**src/hw/rtl/websocket_frame_deframer_defines.svh**
```systemverilog
// ----------------------------------------------------------------------------
// WebSocket frame deframer assertion macros
// Concurrent assertion wrappers clocked on clk; WSFD_ASSERT is disabled in reset.
// ----------------------------------------------------------------------------
`ifndef WEBSOCKET_FRAME_DEFRAMER_DEFINES_SVH
`define WEBSOCKET_FRAME_DEFRAMER_DEFINES_SVH

`ifndef ASSERT_OFF
`define WSFD_ASSERT(lbl, prop, msg) \
	lbl: assert property (@(posedge clk) disable iff (!arst_n) prop) else $error(msg);
`define WSFD_ASSERT_RST(lbl, prop, msg) \
	lbl: assert property (@(posedge clk) prop) else $error(msg);
`else
`define WSFD_ASSERT(lbl, prop, msg)
`define WSFD_ASSERT_RST(lbl, prop, msg)
`endif

`endif

```
**src/hw/rtl/wsfd_pkg.sv**
```systemverilog
// ----------------------------------------------------------------------------
// WebSocket frame deframer package
// Parse phases, opcodes, result kinds and the result record.
// ----------------------------------------------------------------------------
package wsfd_pkg;

	typedef enum logic [2:0] {
		PH_HDR0    = 3'd0,
		PH_HDR1    = 3'd1,
		PH_EXTLEN  = 3'd2,
		PH_MASKKEY = 3'd3,
		PH_PAYLOAD = 3'd4,
		PH_CLOSED  = 3'd5
	} phase_t;

	localparam logic [3:0] OP_CONT   = 4'h0;
	localparam logic [3:0] OP_TEXT   = 4'h1;
	localparam logic [3:0] OP_BINARY = 4'h2;
	localparam logic [3:0] OP_CLOSE  = 4'h8;
	localparam logic [3:0] OP_PING   = 4'h9;

	localparam logic [1:0] KIND_DATA  = 2'd0;
	localparam logic [1:0] KIND_PING  = 2'd1;
	localparam logic [1:0] KIND_CLOSE = 2'd2;

	localparam logic [6:0] LEN16_CODE = 7'd126;
	localparam logic [6:0] LEN64_CODE = 7'd127;
	localparam logic [6:0] PING_MAX   = 7'd125;

	typedef struct packed {
		logic [7:0] out_byte;
		logic       has_byte;
		logic [1:0] kind;
		logic       message_start;
		logic       message_end;
		logic       drop_partial;
	} result_t;

endpackage

```
**src/hw/rtl/wsfd_in_reg.sv**
```systemverilog
// ----------------------------------------------------------------------------
// WebSocket frame deframer input register
// Registers one received byte; stalls only while the held byte cannot advance.
// ----------------------------------------------------------------------------
module wsfd_in_reg (
	input  logic       clk,
	input  logic       arst_n,
	input  logic       in_valid,
	output logic       in_stall,
	input  logic [7:0] in_byte,
	input  logic       advance,
	output logic       valid_s1,
	output logic [7:0] byte_s1
);

	assign in_stall = valid_s1 && !advance;

	always_ff @(posedge clk or negedge arst_n) begin
		if (!arst_n) begin
			valid_s1 <= 1'b0;
		end else if (!in_stall) begin
			valid_s1 <= in_valid;
		end
	end

	always_ff @(posedge clk) begin
		if (in_valid && !in_stall) begin
			byte_s1 <= in_byte;
		end
	end

endmodule

```
**src/hw/rtl/wsfd_parser.sv**
```systemverilog
// ----------------------------------------------------------------------------
// WebSocket frame deframer parser
// Frame header state machine, payload unmasking and result marking.
// ----------------------------------------------------------------------------
`include "websocket_frame_deframer_defines.svh"

module wsfd_parser
	import wsfd_pkg::*;
(
	input  logic       clk,
	input  logic       arst_n,
	input  logic       fire,
	input  logic [7:0] byte_s1,
	output logic       res_vld,
	output result_t    res
);

	phase_t      phase_q, phase_d;
	logic        fin_q, fin_d;
	logic [3:0]  opcode_q, opcode_d;
	logic        masked_q, masked_d;
	logic [2:0]  left_q, left_d;
	logic [31:0] key_q, key_d;
	logic [63:0] rem_q, rem_d;
	logic [1:0]  mphase_q, mphase_d;
	logic [6:0]  ping_q, ping_d;
	logic        frag_q, frag_d;
	logic        start_q, start_d;

	logic        is_data;
	logic        length_done;
	logic        hdr_done;
	logic [63:0] len_new;
	logic [63:0] rem_dec;
	logic        last;
	logic        emit_data;
	logic        emit_pend;
	logic        emit_last;
	logic        emit_has;
	logic [7:0]  emit_byte;
	logic [7:0]  plain;

	assign is_data = (opcode_q == OP_CONT) || (opcode_q == OP_TEXT) ||
		(opcode_q == OP_BINARY);
	assign rem_dec = rem_q - 64'd1;
	assign last    = (rem_dec == 64'd0);
	assign plain   = masked_q ? (byte_s1 ^ key_q[{~mphase_q, 3'b000} +: 8]) : byte_s1;

	always_comb begin
		phase_d     = phase_q;
		fin_d       = fin_q;
		opcode_d    = opcode_q;
		masked_d    = masked_q;
		left_d      = left_q;
		key_d       = key_q;
		rem_d       = rem_q;
		mphase_d    = mphase_q;
		ping_d      = ping_q;
		frag_d      = frag_q;
		start_d     = start_q;
		res_vld     = 1'b0;
		res         = '0;
		length_done = 1'b0;
		hdr_done    = 1'b0;
		len_new     = rem_q;
		emit_data   = 1'b0;
		emit_pend   = start_q;
		emit_last   = 1'b0;
		emit_has    = 1'b0;
		emit_byte   = 8'd0;

		case (phase_q)
			PH_HDR1: begin
				masked_d = byte_s1[7];
				if (byte_s1[6:0] == LEN16_CODE) begin
					left_d  = 3'd1;
					rem_d   = 64'd0;
					phase_d = PH_EXTLEN;
				end else if (byte_s1[6:0] == LEN64_CODE) begin
					left_d  = 3'd7;
					rem_d   = 64'd0;
					phase_d = PH_EXTLEN;
				end else begin
					len_new     = {57'd0, byte_s1[6:0]};
					rem_d       = len_new;
					length_done = 1'b1;
				end
			end
			PH_EXTLEN: begin
				len_new = {rem_q[55:0], byte_s1};
				rem_d   = len_new;
				if (left_q == 3'd0) begin
					length_done = 1'b1;
				end else begin
					left_d = left_q - 3'd1;
				end
			end
			PH_MASKKEY: begin
				key_d = {key_q[23:0], byte_s1};
				if (left_q == 3'd0) begin
					hdr_done = 1'b1;
				end else begin
					left_d = left_q - 3'd1;
				end
			end
			PH_PAYLOAD: begin
				mphase_d = mphase_q + 2'd1;
				rem_d    = rem_dec;
				if (last) begin
					phase_d = PH_HDR0;
				end
				if (is_data) begin
					emit_data = 1'b1;
					emit_has  = 1'b1;
					emit_byte = plain;
					emit_last = last;
				end else if (opcode_q == OP_PING) begin
					if (ping_q < PING_MAX) begin
						ping_d            = ping_q + 7'd1;
						res_vld           = 1'b1;
						res.out_byte      = plain;
						res.has_byte      = 1'b1;
						res.kind          = KIND_PING;
						res.message_start = (ping_q == 7'd0);
						res.message_end   = last || (ping_d == PING_MAX);
					end
				end else if ((opcode_q == OP_CLOSE) && last) begin
					phase_d  = PH_CLOSED;
					res_vld  = 1'b1;
					res.kind = KIND_CLOSE;
				end
			end
			PH_CLOSED: begin
			end
			default: begin
				fin_d    = byte_s1[7];
				opcode_d = byte_s1[3:0];
				phase_d  = PH_HDR1;
			end
		endcase

		if (length_done) begin
			if (masked_d) begin
				key_d   = 32'd0;
				left_d  = 3'd3;
				phase_d = PH_MASKKEY;
			end else begin
				hdr_done = 1'b1;
			end
		end

		if (hdr_done) begin
			mphase_d = 2'd0;
			ping_d   = 7'd0;
			if (len_new != 64'd0) begin
				phase_d = PH_PAYLOAD;
				start_d = 1'b1;
			end else begin
				phase_d = PH_HDR0;
				start_d = 1'b0;
				if (is_data) begin
					emit_data = 1'b1;
					emit_pend = 1'b1;
					emit_last = 1'b1;
				end else if (opcode_q == OP_PING) begin
					res_vld           = 1'b1;
					res.kind          = KIND_PING;
					res.message_start = 1'b1;
					res.message_end   = 1'b1;
				end else if (opcode_q == OP_CLOSE) begin
					phase_d  = PH_CLOSED;
					res_vld  = 1'b1;
					res.kind = KIND_CLOSE;
				end
			end
		end

		if (emit_data) begin
			res_vld      = 1'b1;
			res.out_byte = emit_byte;
			res.has_byte = emit_has;
			res.kind     = KIND_DATA;
			if (emit_pend) begin
				if (opcode_q == OP_CONT) begin
					res.message_start = !frag_q;
				end else begin
					res.message_start = 1'b1;
					res.drop_partial  = frag_q;
				end
				frag_d  = 1'b1;
				start_d = 1'b0;
			end
			if (emit_last && fin_q) begin
				res.message_end = 1'b1;
				frag_d          = 1'b0;
			end
		end
	end

	always_ff @(posedge clk or negedge arst_n) begin
		if (!arst_n) begin
			phase_q  <= PH_HDR0;
			fin_q    <= 1'b0;
			opcode_q <= OP_CONT;
			masked_q <= 1'b0;
			left_q   <= 3'd0;
			key_q    <= 32'd0;
			rem_q    <= 64'd0;
			mphase_q <= 2'd0;
			ping_q   <= 7'd0;
			frag_q   <= 1'b0;
			start_q  <= 1'b0;
		end else if (fire) begin
			phase_q  <= phase_d;
			fin_q    <= fin_d;
			opcode_q <= opcode_d;
			masked_q <= masked_d;
			left_q   <= left_d;
			key_q    <= key_d;
			rem_q    <= rem_d;
			mphase_q <= mphase_d;
			ping_q   <= ping_d;
			frag_q   <= frag_d;
			start_q  <= start_d;
		end
	end

	`WSFD_ASSERT(a_closed_sticks, phase_q == PH_CLOSED |=> phase_q == PH_CLOSED, "closed state left")
	`WSFD_ASSERT(a_ping_bound, ping_q <= PING_MAX, "ping count past limit")
	`WSFD_ASSERT(a_close_clean, res_vld && (res.kind == KIND_CLOSE) |-> !res.has_byte && !res.message_start && !res.message_end && !res.drop_partial, "close event carries data or marks")

endmodule

```
**src/hw/rtl/wsfd_out_reg.sv**
```systemverilog
// ----------------------------------------------------------------------------
// WebSocket frame deframer result register
// Holds one result until the receiver takes it.
// ----------------------------------------------------------------------------
`include "websocket_frame_deframer_defines.svh"

module wsfd_out_reg
	import wsfd_pkg::*;
(
	input  logic    clk,
	input  logic    arst_n,
	input  logic    load,
	input  result_t res,
	input  logic    out_stall,
	output logic    out_valid,
	output logic    advance,
	output result_t res_q
);

	assign advance = !out_valid || !out_stall;

	always_ff @(posedge clk or negedge arst_n) begin
		if (!arst_n) begin
			out_valid <= 1'b0;
		end else if (advance) begin
			out_valid <= load;
		end
	end

	always_ff @(posedge clk) begin
		if (advance && load) begin
			res_q <= res;
		end
	end

	`WSFD_ASSERT(a_drop_only_on_transfer, $fell(out_valid) |-> $past(!out_stall), "result dropped before transfer")

endmodule

```
**src/hw/rtl/websocket_frame_deframer.sv**
```systemverilog
// ----------------------------------------------------------------------------
// WebSocket frame deframer
// Parses received WebSocket frames one byte at a time and emits payload.
// ----------------------------------------------------------------------------
// Input channel in_valid/in_stall carries one received byte (in_byte) per
// transfer. Output channel out_valid/out_stall carries zero or one result per
// byte: unmasked payload byte with kind and message marks, ping echo bytes,
// empty-frame markers and the single close event.
// Throughput: one byte per cycle while the output is not stalled. The byte is
// registered in the input register at its transfer, then the header state
// machine and unmask logic load the result into the output register, which
// raises out_valid.
// When the receiver stalls, the held result waits and in_stall rises only
// once a byte is also waiting in the input register; bytes that give no
// result still need the output register free to advance.
// Reset clears both valid flags and returns the parser to the first header
// byte; after a close frame all input is consumed without result until reset.
// ----------------------------------------------------------------------------
module websocket_frame_deframer
	import wsfd_pkg::*;
(
	input  logic       clk,
	input  logic       arst_n,
	input  logic       in_valid,
	output logic       in_stall,
	input  logic [7:0] in_byte,
	output logic       out_valid,
	input  logic       out_stall,
	output logic [7:0] out_byte,
	output logic       has_byte,
	output logic [1:0] kind,
	output logic       message_start,
	output logic       message_end,
	output logic       drop_partial
);

	logic       advance;
	logic       valid_s1;
	logic [7:0] byte_s1;
	logic       res_vld;
	result_t    res;
	result_t    res_q;

	wsfd_in_reg u_in_reg (
		.clk      (clk),
		.arst_n   (arst_n),
		.in_valid (in_valid),
		.in_stall (in_stall),
		.in_byte  (in_byte),
		.advance  (advance),
		.valid_s1 (valid_s1),
		.byte_s1  (byte_s1)
	);

	wsfd_parser u_parser (
		.clk     (clk),
		.arst_n  (arst_n),
		.fire    (valid_s1 && advance),
		.byte_s1 (byte_s1),
		.res_vld (res_vld),
		.res     (res)
	);

	wsfd_out_reg u_out_reg (
		.clk       (clk),
		.arst_n    (arst_n),
		.load      (valid_s1 && res_vld),
		.res       (res),
		.out_stall (out_stall),
		.out_valid (out_valid),
		.advance   (advance),
		.res_q     (res_q)
	);

	assign out_byte      = res_q.out_byte;
	assign has_byte      = res_q.has_byte;
	assign kind          = res_q.kind;
	assign message_start = res_q.message_start;
	assign message_end   = res_q.message_end;
	assign drop_partial  = res_q.drop_partial;

endmodule

```
**config.mk**
```make
export PLATFORM = sky130hd
export DESIGN_NAME = websocket_frame_deframer
export DESIGN_NICKNAME = d
export VERILOG_FILES = /design/src/hw/rtl/wsfd_pkg.sv /design/src/hw/rtl/wsfd_in_reg.sv /design/src/hw/rtl/wsfd_parser.sv /design/src/hw/rtl/wsfd_out_reg.sv /design/src/hw/rtl/websocket_frame_deframer.sv
export VERILOG_INCLUDE_DIRS = /design/src /design/src/hw/rtl
export SDC_FILE = /design/constraint.sdc
export NUM_CORES = 1
export LEC_CHECK = 0
export BUFFER_PORTS_ARGS = -buffer_cell sky130_fd_sc_hd__buf_2
export CORE_UTILIZATION = 35
export CTS_BUF_LIST = sky130_fd_sc_hd__clkbuf_2
export CTS_CLUSTER_DIAMETER = 80
export DETAILED_ROUTE_END_ITERATION = 8
export SLEW_MARGIN = 20
export SYNTH_ARGS = -nofsm -noshare
export SYNTH_HDL_FRONTEND = slang
export SYNTH_HIERARCHICAL = 1
export SYNTH_SLANG_ARGS = --single-unit
```
**constraint.sdc**
```tcl
create_clock -name clk -period 13.2 [get_ports clk]
set_input_delay 0.66 -clock clk [delete_from_list [all_inputs] [get_ports clk]]
set_output_delay 0.66 -clock clk [all_outputs]
set_load 0.01 [all_outputs]
```
==> summary.txt, run 1 <==
Run status
  – Status: finished, final reports clean

Synth
  – Main synth FF type: dfrtp_1
  – Syn Area/Cell: 8.230 um^2
  – Synth unique cells: 79
  – Commonest cells post-synth: nand2_1, o21ai_0, dfrtp_1
  – Synthesis-stage register bit count: 143
  – Post-synth EDFFs: 22
  – Async SR Flop Fraction: 0.8462
  – Netlist Area Pre-Place: 0.009498 mm^2
  – Top post-synthesis cells by area: dfrtp_1, edfxtp_1, o21ai_0
  – Register area share after synthesis: 0.3884
  – Synth top area share: 0.3188
  – Syn nets: 1173
  – Most common cell in the synthesized netlist: nand2_1
  – Synth Instances: 1154
  – Yosys top cell by area: dfrtp_1
  – Yosys warns: 6

Global routing
  – GRT Total Usage: 0.2103
  – First-pass GRT wire length: 46.62 mm
  – GR Overflow Total: 0
  – Number of global-route vias before repair: 8408
  – Largest net degree at the start of global routing: between 90 and 100
  – Initial antenna violation count: 1

Clock network
  – CTS Buf Count: 17
  – CTS clk-pin slew, worst paths: 0.29 ns
  – H-Tree Depth: 4
  – CTS Buffer Depth: 2
  – Root Buffer: clkbuf_2
  – CTS tree: done
  – Clk sinks: 143
  – Worst skew pair latency: roughly 0.77 ns

Routing
  – Final ANT Viol Nets: 0
  – Post-route DRC: 0
  – Drt initial violations: about 1000
  – TritonRoute pass-1 iters: 5
  – Met1 wire length: ~13 mm
  – Routed length on met2: approximately 13 mm
  – Via count: 8980
  – Uppermost routed layer: met4
  – Via density: about 6.1
  – Routed wire length: roughly 29 mm
  – Met3 Routed Length: 2.137 mm
  – Drt wl/cell: slightly below 20 um

Timing
  – Layout Skew: approximately 0.070 ns
  – RSZ-0062 raised after global routing: no
  – Worst slew margin: 0.3888
  – PnR worst setup slack: 7.499 ns
  – Setup TNS: 0 ns
  – Period utilization: 0.4319
  – Pins over their slew limit: 0
  – Final Critical Period: 5.701 ns
  – Fmax: about 0.18 GHz
  – Worst Max-Slew Pin Slew: 0.9168 ns
  – Final Hold Viols: 0
  – Final setup viols: 0

Floorplanning
  – Die footprint: 0.02780 mm^2
  – Core Footprint: 0.02635 mm^2
  – Die height: 166.7 um
  – DIE WIDTH: 166.7 um
  – # rows: slightly below 60
  – Initial core utilization: 0.3604
  – # IOs: 28

Flow run
  – Max-cap viol count: 0

Worst setup path
  – Max incr delay on CP: 0.70 ns
  – Worst Path Required: 13.60 ns
  – Worst R2R Setup Slack: 7.50 ns
  – Critical path arrival: just over 6 ns
  – Cells on worst reg2reg path: 13
  – Worst r2r src: u_parser/rem_q[0]
  – Setup Crit Path Kind: register to register
  – Worst path slowest cell: or4b_2
  – Startpoint types: register
  – Worst setup EP type: register
  – Worst r2r dst: u_out_reg/res_q[7]
  – Crit path from: u_parser/rem_q[0]
  – CP Cell Sequence: inv_1, ha_1, or4b_2, or4_1, nor4_1, xnor2_1, o21ai_0, or4_1, nor4_2, nand3_1, o21ai_1, and2_1, a21boi_2
  – Worst-path maximum fanout: 14
  – CP dominant cell by count: or4_1
  – Critical Path Sink: u_out_reg/res_q[7]

Power and ir drop
  – Power density over the cells: 175.0 mW/mm^2
  – Peak supply drop: 0.1031 mV
  – Power, Total: 0.001766 W
  – Pleak: 4.051 nW

Final layout
  – Area growth from synthesis to layout: 6.218%
  – Filler cell count: ~2600
  – Post-layout util: 0.3828
  – Share of layout cells above drive strength 1: 0.1144
  – Final #Nets: roughly 1100

Worst hold path
  – Hold path cells: 2
  – HP Class: input pin to register

Place
  – Dpl ws: 7.595 ns
  – Port Buffers: 27
  – Post-DP HPWL: 19.18 mm
  – Final GP Congestion: around 0.95
-- power breakdown --
group,switching [W],internal (W)
logic,0.000504,0.000294
registers,0.000146,0.000540
clock network,0.000213,0.0000685
total,0.000863,0.000902
-- critical path, delay by kind of cell (launching register included) --
kind	cells	cell delay, ns
DFF	1	0.54
AOI/OAI and AO/OA	3	0.88
xor gates and xnor gates	1	0.17
and+or+nand+nor	7	3.08
buffers and inverters	1	0.15
adders and majority gates	1	0.52
-- what timing repair did --
action / CTS / global route
buffers inserted: 0 / 0
hold endpoints to repair: 39 / 0
hold buffers: 4 / 0
resized for setup: 0 / 0
-- cells in the final DEF (no fill, tap or decap), types with 23 or more instances in the layout --
cell type  count
nor4_1        47
xnor2_1       24
a22oi_1       24
inv_1         23
nor2_1        86
o21ai_0      130
buf_2         26
dfrtp_1      121
nand3_1       29
nand2_1      158
a21oi_1       80
nor3_1        46
-- layer usage --
| metal | up-vias | track usage |
|---|---|---|
| met5 | - | 0 |
| met4 | 0 | 0.08011 |
| met3 | 57 | 0.03327 |
| met2 | 427 | 0.3142 |
| met1 | 4347 | 0.3041 |
| li1 | 4149 | - |
-- registers in the layout, indices dropped and copies added, names as in the netlist --
signal,cells
u_parser/rem_q,64
u_parser/key_q,32
u_out_reg/res_q,14
u_in_reg/byte_s1,8
u_parser/ping_q,7
u_parser/opcode_q,4
u_parser/left_q,3
u_parser/phase_q,3
u_parser/mphase_q,2
u_in_reg/valid_s1,1
u_out_reg/out_valid,1
u_parser/fin_q,1
u_parser/frag_q,1
u_parser/masked_q,1
u_parser/start_q,1
-- worst min path at each step --
stage,start,endpoint,slack [ns]
floorplan,arst_n,u_in_reg/valid_s1,0.36
global placement,u_parser/left_q[0],u_parser/left_q[0],0.47
detailed placement,u_parser/left_q[0],u_parser/left_q[0],0.47
CTS,in_valid,u_in_reg/valid_s1,0.03
global route,in_byte[7],u_in_reg/byte_s1[7],0.004
finish,in_valid,u_in_reg/valid_s1,0.09
-- per-stage QoR --
| step | cells | hold slack (ns) | cell area [um^2] |
|---|---|---|---|
| after floorplan | 1154 | 0.3644 | 9498 |
| after global placement | 1427 | 0.4696 | 9759 |
| after detailed placement | 1427 | 0.4706 | 9764 |
| after CTS | 1463 | 0.02797 | 10080 |
| after global routing | 1464 | 0.003984 | 10090 |
| final | 1464 | 0.08688 | 10090 |
-- layout make-up --
class,instances,area [um^2],area share
multi-input cells,888,5358,0.5311
flip-flops and latches,143,3689,0.3656
well taps,335,419.2,0.04155
repair buffers,42,260.3,0.02580
clock inverters,15,188.9,0.01873
inverters,23,86.33,0.008558
clock buffers,17,85.08,0.008434
diodes,1,2.502,0.0002480
-- logic make-up (layout without fill, tap and decap cells) --
group,after synthesis,count (layout),share of synthesized area
AO/OA/AOI/OAI,323,323,0.2055
XOR/XNOR,40,40,0.03689
adder cells (fa/ha/maj),7,7,0.009221
buffers and inverters,123,97,0.05151
flip-flops,143,143,0.3884
multiplexers,17,17,0.02938
other,0,1,0
AND/OR/NAND/NOR,501,501,0.2792
Power figures use the tool's default switching activity.
==> run 2: changes to the inputs <==
clock period = 5.5 ns   (was 13.2 ns; I/O delays follow)
==> summary.txt, run 2 (synthesized netlist as in run 1, its figures left out) <==
Floorplanning
  – DIE WIDTH: 166.7 um (unchanged)
  – Initial core utilization: 0.3604 (unchanged)
  – # rows: 59 (unchanged)
  – Die height: 166.7 um (unchanged)
  – Die footprint: 0.02780 mm^2 (unchanged)
  – Core Footprint: 0.02635 mm^2 (unchanged)
  – # IOs: 28 (unchanged)

Clock network
  – Worst skew pair latency: 0.81 ns (was 0.77 ns)
  – Post-cts gate resize count: 0 (unchanged)
  – Postcts setup bufs: 0 (unchanged)
  – CTS clk-pin slew, worst paths: 0.31 ns (was 0.29 ns)
  – Root Buffer: clkbuf_2 (unchanged)
  – Clk sinks: 143 (unchanged)
  – CTS tree: done (unchanged)
  – Post-cts hold buffer count: 12 (was 4)
  – CTS Buf Count: 17 (unchanged)
  – CTS Buffer Depth: 2 (unchanged)
  – H-Tree Depth: 4 (unchanged)

Power and ir drop
  – Reg power frac: 0.382 (was 0.389)
  – Power density over the cells: 417.8 mW/mm^2 (was 175.0 mW/mm^2)
  – Gate power share: 0.457 (was 0.452)
  – Net Switching: 0.002107 W (was 0.0008634 W)
  – Peak supply drop: 0.2165 mV (was 0.1031 mV)
  – Power share of the clock group: 0.161 (was 0.159)
  – Int Pwr: 0.002187 W (was 0.0009025 W)
  – Sw Ratio: 0.4907 (was 0.4889)
  – Pleak: 4.156 nW (was 4.051 nW)

Timing
  – Fmax: 0.2036 GHz (was 0.1754 GHz)
  – Final hold slack: 0.1438 ns (was 0.08688 ns)
  – Setup TNS: 0 ns (unchanged)
  – Final Hold Viols: 0 (unchanged)
  – Layout Skew: 0.05579 ns (was 0.06982 ns)
  – Pins over their slew limit: 0 (unchanged)
  – Worst Max-Slew Pin Slew: 0.8923 ns (was 0.9168 ns)
  – Final Critical Period: 4.913 ns (was 5.701 ns)
  – Worst slew margin: 0.4051 (was 0.3888)
  – Period utilization: 0.8932 (was 0.4319)
  – Final setup viols: 0 (unchanged)
  – RSZ-0062 raised after global routing: no (unchanged)

Global routing
  – Largest net degree at the start of global routing: 84 (was 94)
  – Number of global-route vias before repair: 8535 (was 8408)
  – GRT Total Usage: 0.2150 (was 0.2103)
  – Initial antenna violation count: 1 (unchanged)
  – GR Overflow Total: 0 (unchanged)
  – First-pass GRT wire length: 47.70 mm (was 46.62 mm)

Final layout
  – Most flop-heavy register: u_parser/rem_q (unchanged)
  – Post-layout util: 0.3900 (was 0.3828)
  – Most frequent cells in the layout: nand2_1, o21ai_0, dfrtp_1, nor2_1, a21oi_1 (unchanged)
  – Filler cell count: 2671 (was 2646)
  – Max FFs per register: 64 (unchanged)
  – Share of layout cells above drive strength 1: 0.1218 (was 0.1144)
  – Area growth from synthesis to layout: 8.208% (was 6.218%)
  – Top Registers: u_parser/rem_q x64, u_parser/key_q x32, u_out_reg/res_q x14 (unchanged)
  – Final #Nets: 1155 (was 1134)
  – Most common cell after layout, fill and taps aside: nand2_1 (unchanged)

Place
  – Final GP Congestion: 0.9708 (was 0.9519)
  – Post-DP HPWL: 19.39 mm (was 19.18 mm)
  – Port Buffers: 27 (unchanged)

Routing
  – Post-route DRC: 0 (unchanged)
  – Drt initial violations: 1150 (was 996)
  – Drt wl/cell: 19.88 um (was 19.66 um)
  – TritonRoute pass-1 iters: 6 (was 5)
  – Routed wire length: 29.53 mm (was 28.78 mm)
  – Via count: 9002 (was 8980)
  – Via density: 6.062 (was 6.134)
  – Final ANT Viol Nets: 0 (unchanged)

Run status
  – Status: finished, final reports clean (unchanged)

Worst hold path
  – HP Class: input pin to register (unchanged)

Flow run
  – Max-cap viol count: 0 (unchanged)

Worst setup path
  – Startpoint types: register (unchanged)
  – Worst setup EP type: register (unchanged)
  – Setup Crit Path Kind: register to register (unchanged)
  – Worst Path Required: 6.04 ns (was 13.60 ns)
  – Critical path arrival: 5.46 ns (was 6.11 ns)
  – Worst-path maximum fanout: 14 (unchanged)
## run 2: changes by cell type in the layout (fill, tap and decap cells not counted), sizes merged
cell / delta
buf: +12
dlygate4sd3: +9
clkinv: -1
inv: +1
## run 2: critical path, cell delays in order (launching register included)
cell      delay (ns)
dfrtp_1         0.54
inv_1           0.15
ha_1            0.20
or4b_2          0.65
nor4_1          0.56
and4b_1         0.36
xnor2_1         0.17
nand4_1         0.15
or4_1           0.57
nor4_2          0.45
nand3_1         0.21
o21ai_1         0.15
and2_1          0.15
a21boi_2        0.15
buf_4           0.22
## run 2: metrics by stage
stage	total power, W	setup slack, ns	area, um^2	instances
5_1_grt	0.004595	0.2453	10280	1485
6_report	0.004294	0.5873	10280	1485
2_1_floorplan	0.003053	0.8295	9498	1154
3_5_place_dp	0.003568	0.6250	9847	1438
3_3_place_gp	0.003556	0.7253	9842	1438
4_1_cts	0.004269	0.6259	10240	1482
## run 2: final timing paths
kind	start	slack, ns	cells after the start	end
max in group asynchronous	arst_n	4.10	4	u_parser/rem_q[0]
setup / recovery	u_parser/rem_q[0]	0.59	14	u_out_reg/res_q[7]
min in group asynchronous	arst_n	0.40	3	u_parser/rem_q[16]
hold reg to reg	u_parser/left_q[0]	0.51	1	u_parser/left_q[0]
hold / removal	in_byte[2]	0.14	2	u_in_reg/byte_s1[2]
setup reg to reg	u_parser/rem_q[0]	0.59	14	u_out_reg/res_q[7]
## run 2: final cells by class
class | count | area (um^2) | share of cell area
tap | 335 | 419.2 | 0.04078
antenna | 1 | 2.502 | 0.0002435
multi-input combinational | 888 | 5351 | 0.5207
timing repair buffer | 63 | 460.4 | 0.04480
clock inverter | 15 | 183.9 | 0.01790
sequential | 143 | 3689 | 0.3589
inverter | 23 | 86.33 | 0.008400
clock buffer | 17 | 85.08 | 0.008279
## run 2: power by group through the flow
stage	combinational [W]	clock, W	sequential (W)
floorplan	0.00160	0	0.00146
global placement	0.00191	0	0.00164
detailed placement	0.00192	0	0.00165
CTS	0.00193	0.000706	0.00163
global route	0.00216	0.000748	0.00168
finish	0.00196	0.000692	0.00164
## run 2: metal layers
layer,up-vias,part of all wire,GRT usage
met5,-,0,0
met4,0,0.024,0.07528
met3,58,0.070,0.04206
met2,381,0.45,0.3217
met1,4374,0.46,0.3077
li1,4189,-,-
==> run 3: changes to the inputs <==
==> constraint.sdc (replaced) <==
create_clock -name clk -period 5.5 [get_ports clk]
set_input_delay 1.1 -clock clk [delete_from_list [all_inputs] [get_ports clk]]
set_output_delay 1.1 -clock clk [all_outputs]
set_load 0.01 [all_outputs]
==> summary.txt, run 3 (synthesized netlist as in run 1, its figures left out) <==
Power and ir drop
  – Power, Total: 0.004262 W (was 0.004294 W)
  – Reg power frac: 0.383 (was 0.382)
  – Int Pwr: 0.002179 W (was 0.002187 W)
  – Gate power share: 0.457 (about the same)
  – Power density over the cells: 421.0 mW/mm^2 (was 417.8 mW/mm^2)
  – Power share of the clock group: 0.160 (was 0.161)
  – Pleak: 4.094 nW (was 4.156 nW)
  – Net Switching: 0.002083 W (was 0.002107 W)
  – Peak supply drop: 0.2207 mV (was 0.2165 mV)
  – Sw Ratio: 0.4888 (was 0.4907)

Worst setup path
  – Worst path slowest cell: or4b_2 (unchanged)
  – Max incr delay on CP: 0.66 ns (was 0.65 ns)
  – Worst-path maximum fanout: 14 (unchanged)
  – Critical path arrival: 5.51 ns (was 5.46 ns)
  – Buf/Inv on CP: 2 (unchanged)
  – Worst setup EP type: register (unchanged)
  – Worst Path Required: 6.02 ns (was 6.04 ns)
  – Startpoint types: register (unchanged)
  – Top delay family on crit path: simple AND/OR/NAND/NOR gates (unchanged)
  – Setup Crit Path Kind: register to register (unchanged)
  – Worst R2R Setup Slack: 0.51 ns (was 0.59 ns)
  – CP dominant cell by count: or4_1
  – CP Cell Sequence: inv_1, ha_1, or4b_2, or4_1, nor4_1, xnor2_1, o21ai_0, or4_1, nor4_2, nand3_1, o21ai_1, and2_1, a21boi_2, buf_4 (was inv_1, ha_1, or4b_2, nor4_1, and4b_1, xnor2_1, nand4_1, or4_1, nor4_2, nand3_1, o21ai_1, and2_1, a21boi_2, buf_4)

Final layout
  – Top Registers: u_parser/rem_q x64, u_parser/key_q x32, u_out_reg/res_q x14 (unchanged)
  – Most flop-heavy register: u_parser/rem_q (unchanged)
  – Most frequent cells in the layout: nand2_1, o21ai_0, dfrtp_1, nor2_1, a21oi_1 (unchanged)
  – Max FFs per register: 64 (unchanged)
  – Most common cell after layout, fill and taps aside: nand2_1 (unchanged)
  – Share of layout cells above drive strength 1: 0.1224 (was 0.1218)
  – Area growth from synthesis to layout: 6.587% (was 8.208%)
  – Final #Nets: 1142 (was 1155)
  – Fin cells: 1472 (was 1485)

Floorplanning
  – Die height: 166.7 um (unchanged)
  – Die footprint: 0.02780 mm^2 (unchanged)
  – Core Footprint: 0.02635 mm^2 (unchanged)
  – DIE WIDTH: 166.7 um (unchanged)
  – Initial core utilization: 0.3604 (unchanged)
  – # IOs: 28 (unchanged)
  – # rows: 59 (unchanged)

Global routing
  – Largest net degree at the start of global routing: 94 (was 84)
  – GRT Total Usage: 0.2149 (was 0.2150)
  – First-pass GRT wire length: 47.59 mm (was 47.70 mm)
  – GR Overflow Total: 0 (unchanged)
  – Initial antenna violation count: 1 (unchanged)
  – Number of global-route vias before repair: 8425 (was 8535)

Routing
  – TritonRoute pass-1 iters: 5 (was 6)
  – Drt wl/cell: 19.77 um (was 19.88 um)
  – Final ANT Viol Nets: 0 (unchanged)
  – Post-route DRC: 0 (unchanged)
  – Drt initial violations: 1075 (was 1150)
  – Routed wire length: 29.10 mm (was 29.53 mm)
  – Via count: 8872 (was 9002)
  – Via density: 6.027 (was 6.062)

Timing
  – Fmax: 0.2003 GHz (was 0.2036 GHz)
  – RSZ-0062 raised after global routing: no (unchanged)
  – Setup TNS: 0 ns (unchanged)
  – Period utilization: 0.9078 (was 0.8932)
  – Final setup viols: 0 (unchanged)
  – Pins over their slew limit: 0 (unchanged)
  – Worst Max-Slew Pin Slew: 0.8829 ns (was 0.8923 ns)
  – Worst slew margin: 0.4114 (was 0.4051)
  – Layout Skew: 0.06749 ns (was 0.05579 ns)
  – Final Critical Period: 4.993 ns (was 4.913 ns)
  – Final Hold Viols: 0 (unchanged)

Clock network
  – Postcts setup bufs: 0 (unchanged)
  – CTS Buf Count: 17 (unchanged)
  – Worst skew pair latency: 0.80 ns (was 0.81 ns)
  – Post-cts hold buffer count: 0 (was 12)
  – CTS tree: done (unchanged)
  – CTS Buffer Depth: 2 (unchanged)
  – Post-cts gate resize count: 0 (unchanged)
  – Root Buffer: clkbuf_2 (unchanged)
  – H-Tree Depth: 4 (unchanged)
  – CTS clk-pin slew, worst paths: 0.29 ns (was 0.31 ns)
  – Clk sinks: 143 (unchanged)

Place
  – Post-DP HPWL: 19.17 mm (was 19.39 mm)
  – Post-placement cell count: 1439 (was 1438)
  – Final GP Congestion: 0.9679 (was 0.9708)
  – Port Buffers: 27 (unchanged)

Flow run
  – Max-cap viol count: 0 (unchanged)

Worst hold path
  – HP Class: input pin to async pin (was input pin to register)

Run status
  – Status: finished, final reports clean (unchanged)
run 3: cell count changes in the layout (fill, tap and decap cells not counted):
cell / change
inv_6: -1
buf_16: -1
nand3_2: -1
inv_12: -1
nand3_1: +1
inv_8: +2
dlygate4sd3_1: -13
buf_6: +1
run 3: path summary, 6_finish.rpt:
kind                                        to  cells past startpoint                from
setup reg to reg            u_out_reg/res_q[1]                     14   u_parser/rem_q[0]
setup / recovery            u_out_reg/res_q[1]                     14   u_parser/rem_q[0]
min in group clk           u_in_reg/byte_s1[0]                      1          in_byte[0]
hold / removal              u_parser/rem_q[22]                      1              arst_n
max in group asynchronous    u_parser/masked_q                      2              arst_n
hold reg to reg             u_parser/left_q[0]                      1  u_parser/left_q[0]
run 3: power groups by stage:
stage | Clock (W) | Sequential [W] | Combinational [W]
global placement | 0 | 0.00164 | 0.00191
detailed placement | 0 | 0.00165 | 0.00192
CTS | 0.000715 | 0.00163 | 0.00192
finish | 0.000682 | 0.00163 | 0.00195
global route | 0.000750 | 0.00168 | 0.00215
floorplan | 0 | 0.00146 | 0.00160
run 3: area by class of cell:
cell class | count | area (um^2)
antenna | 1 | 2.502
clock buffer | 17 | 85.08
clock inverter | 15 | 181.4
fill | 2692 | 16230
inverter | 23 | 86.33
multi-input combinational | 888 | 5346
sequential | 143 | 3689
tap | 335 | 419.2
timing repair buffer | 50 | 314.1
run 3: metal layers:
| layer | vias to the layer above | global-route usage | share of wire |
|---|---|---|---|
| li1 | 4169 | - | - |
| met1 | 4271 | 0.3118 | 0.46 |
| met2 | 365 | 0.3157 | 0.44 |
| met3 | 67 | 0.03493 | 0.067 |
| met4 | 0 | 0.08897 | 0.024 |
| met5 | - | 0 | 0 |
run 3: stage by stage:
| stage | worst slack [ns] | hold WS, ns | utilization | instance area (um^2) |
|---|---|---|---|---|
| 2_1_floorplan | 0.8295 | 0.4503 | - | 9498 |
| 3_3_place_gp | 0.7033 | 0.4728 | 0.3737 | 9849 |
| 3_5_place_dp | 0.5665 | 0.4753 | 0.3737 | 9849 |
| 4_1_cts | 0.5421 | 0.3632 | 0.3838 | 10120 |
| 5_1_grt | 0.2428 | 0.2754 | 0.3841 | 10120 |
| 6_report | 0.5071 | 0.2733 | 0.3841 | 10120 |
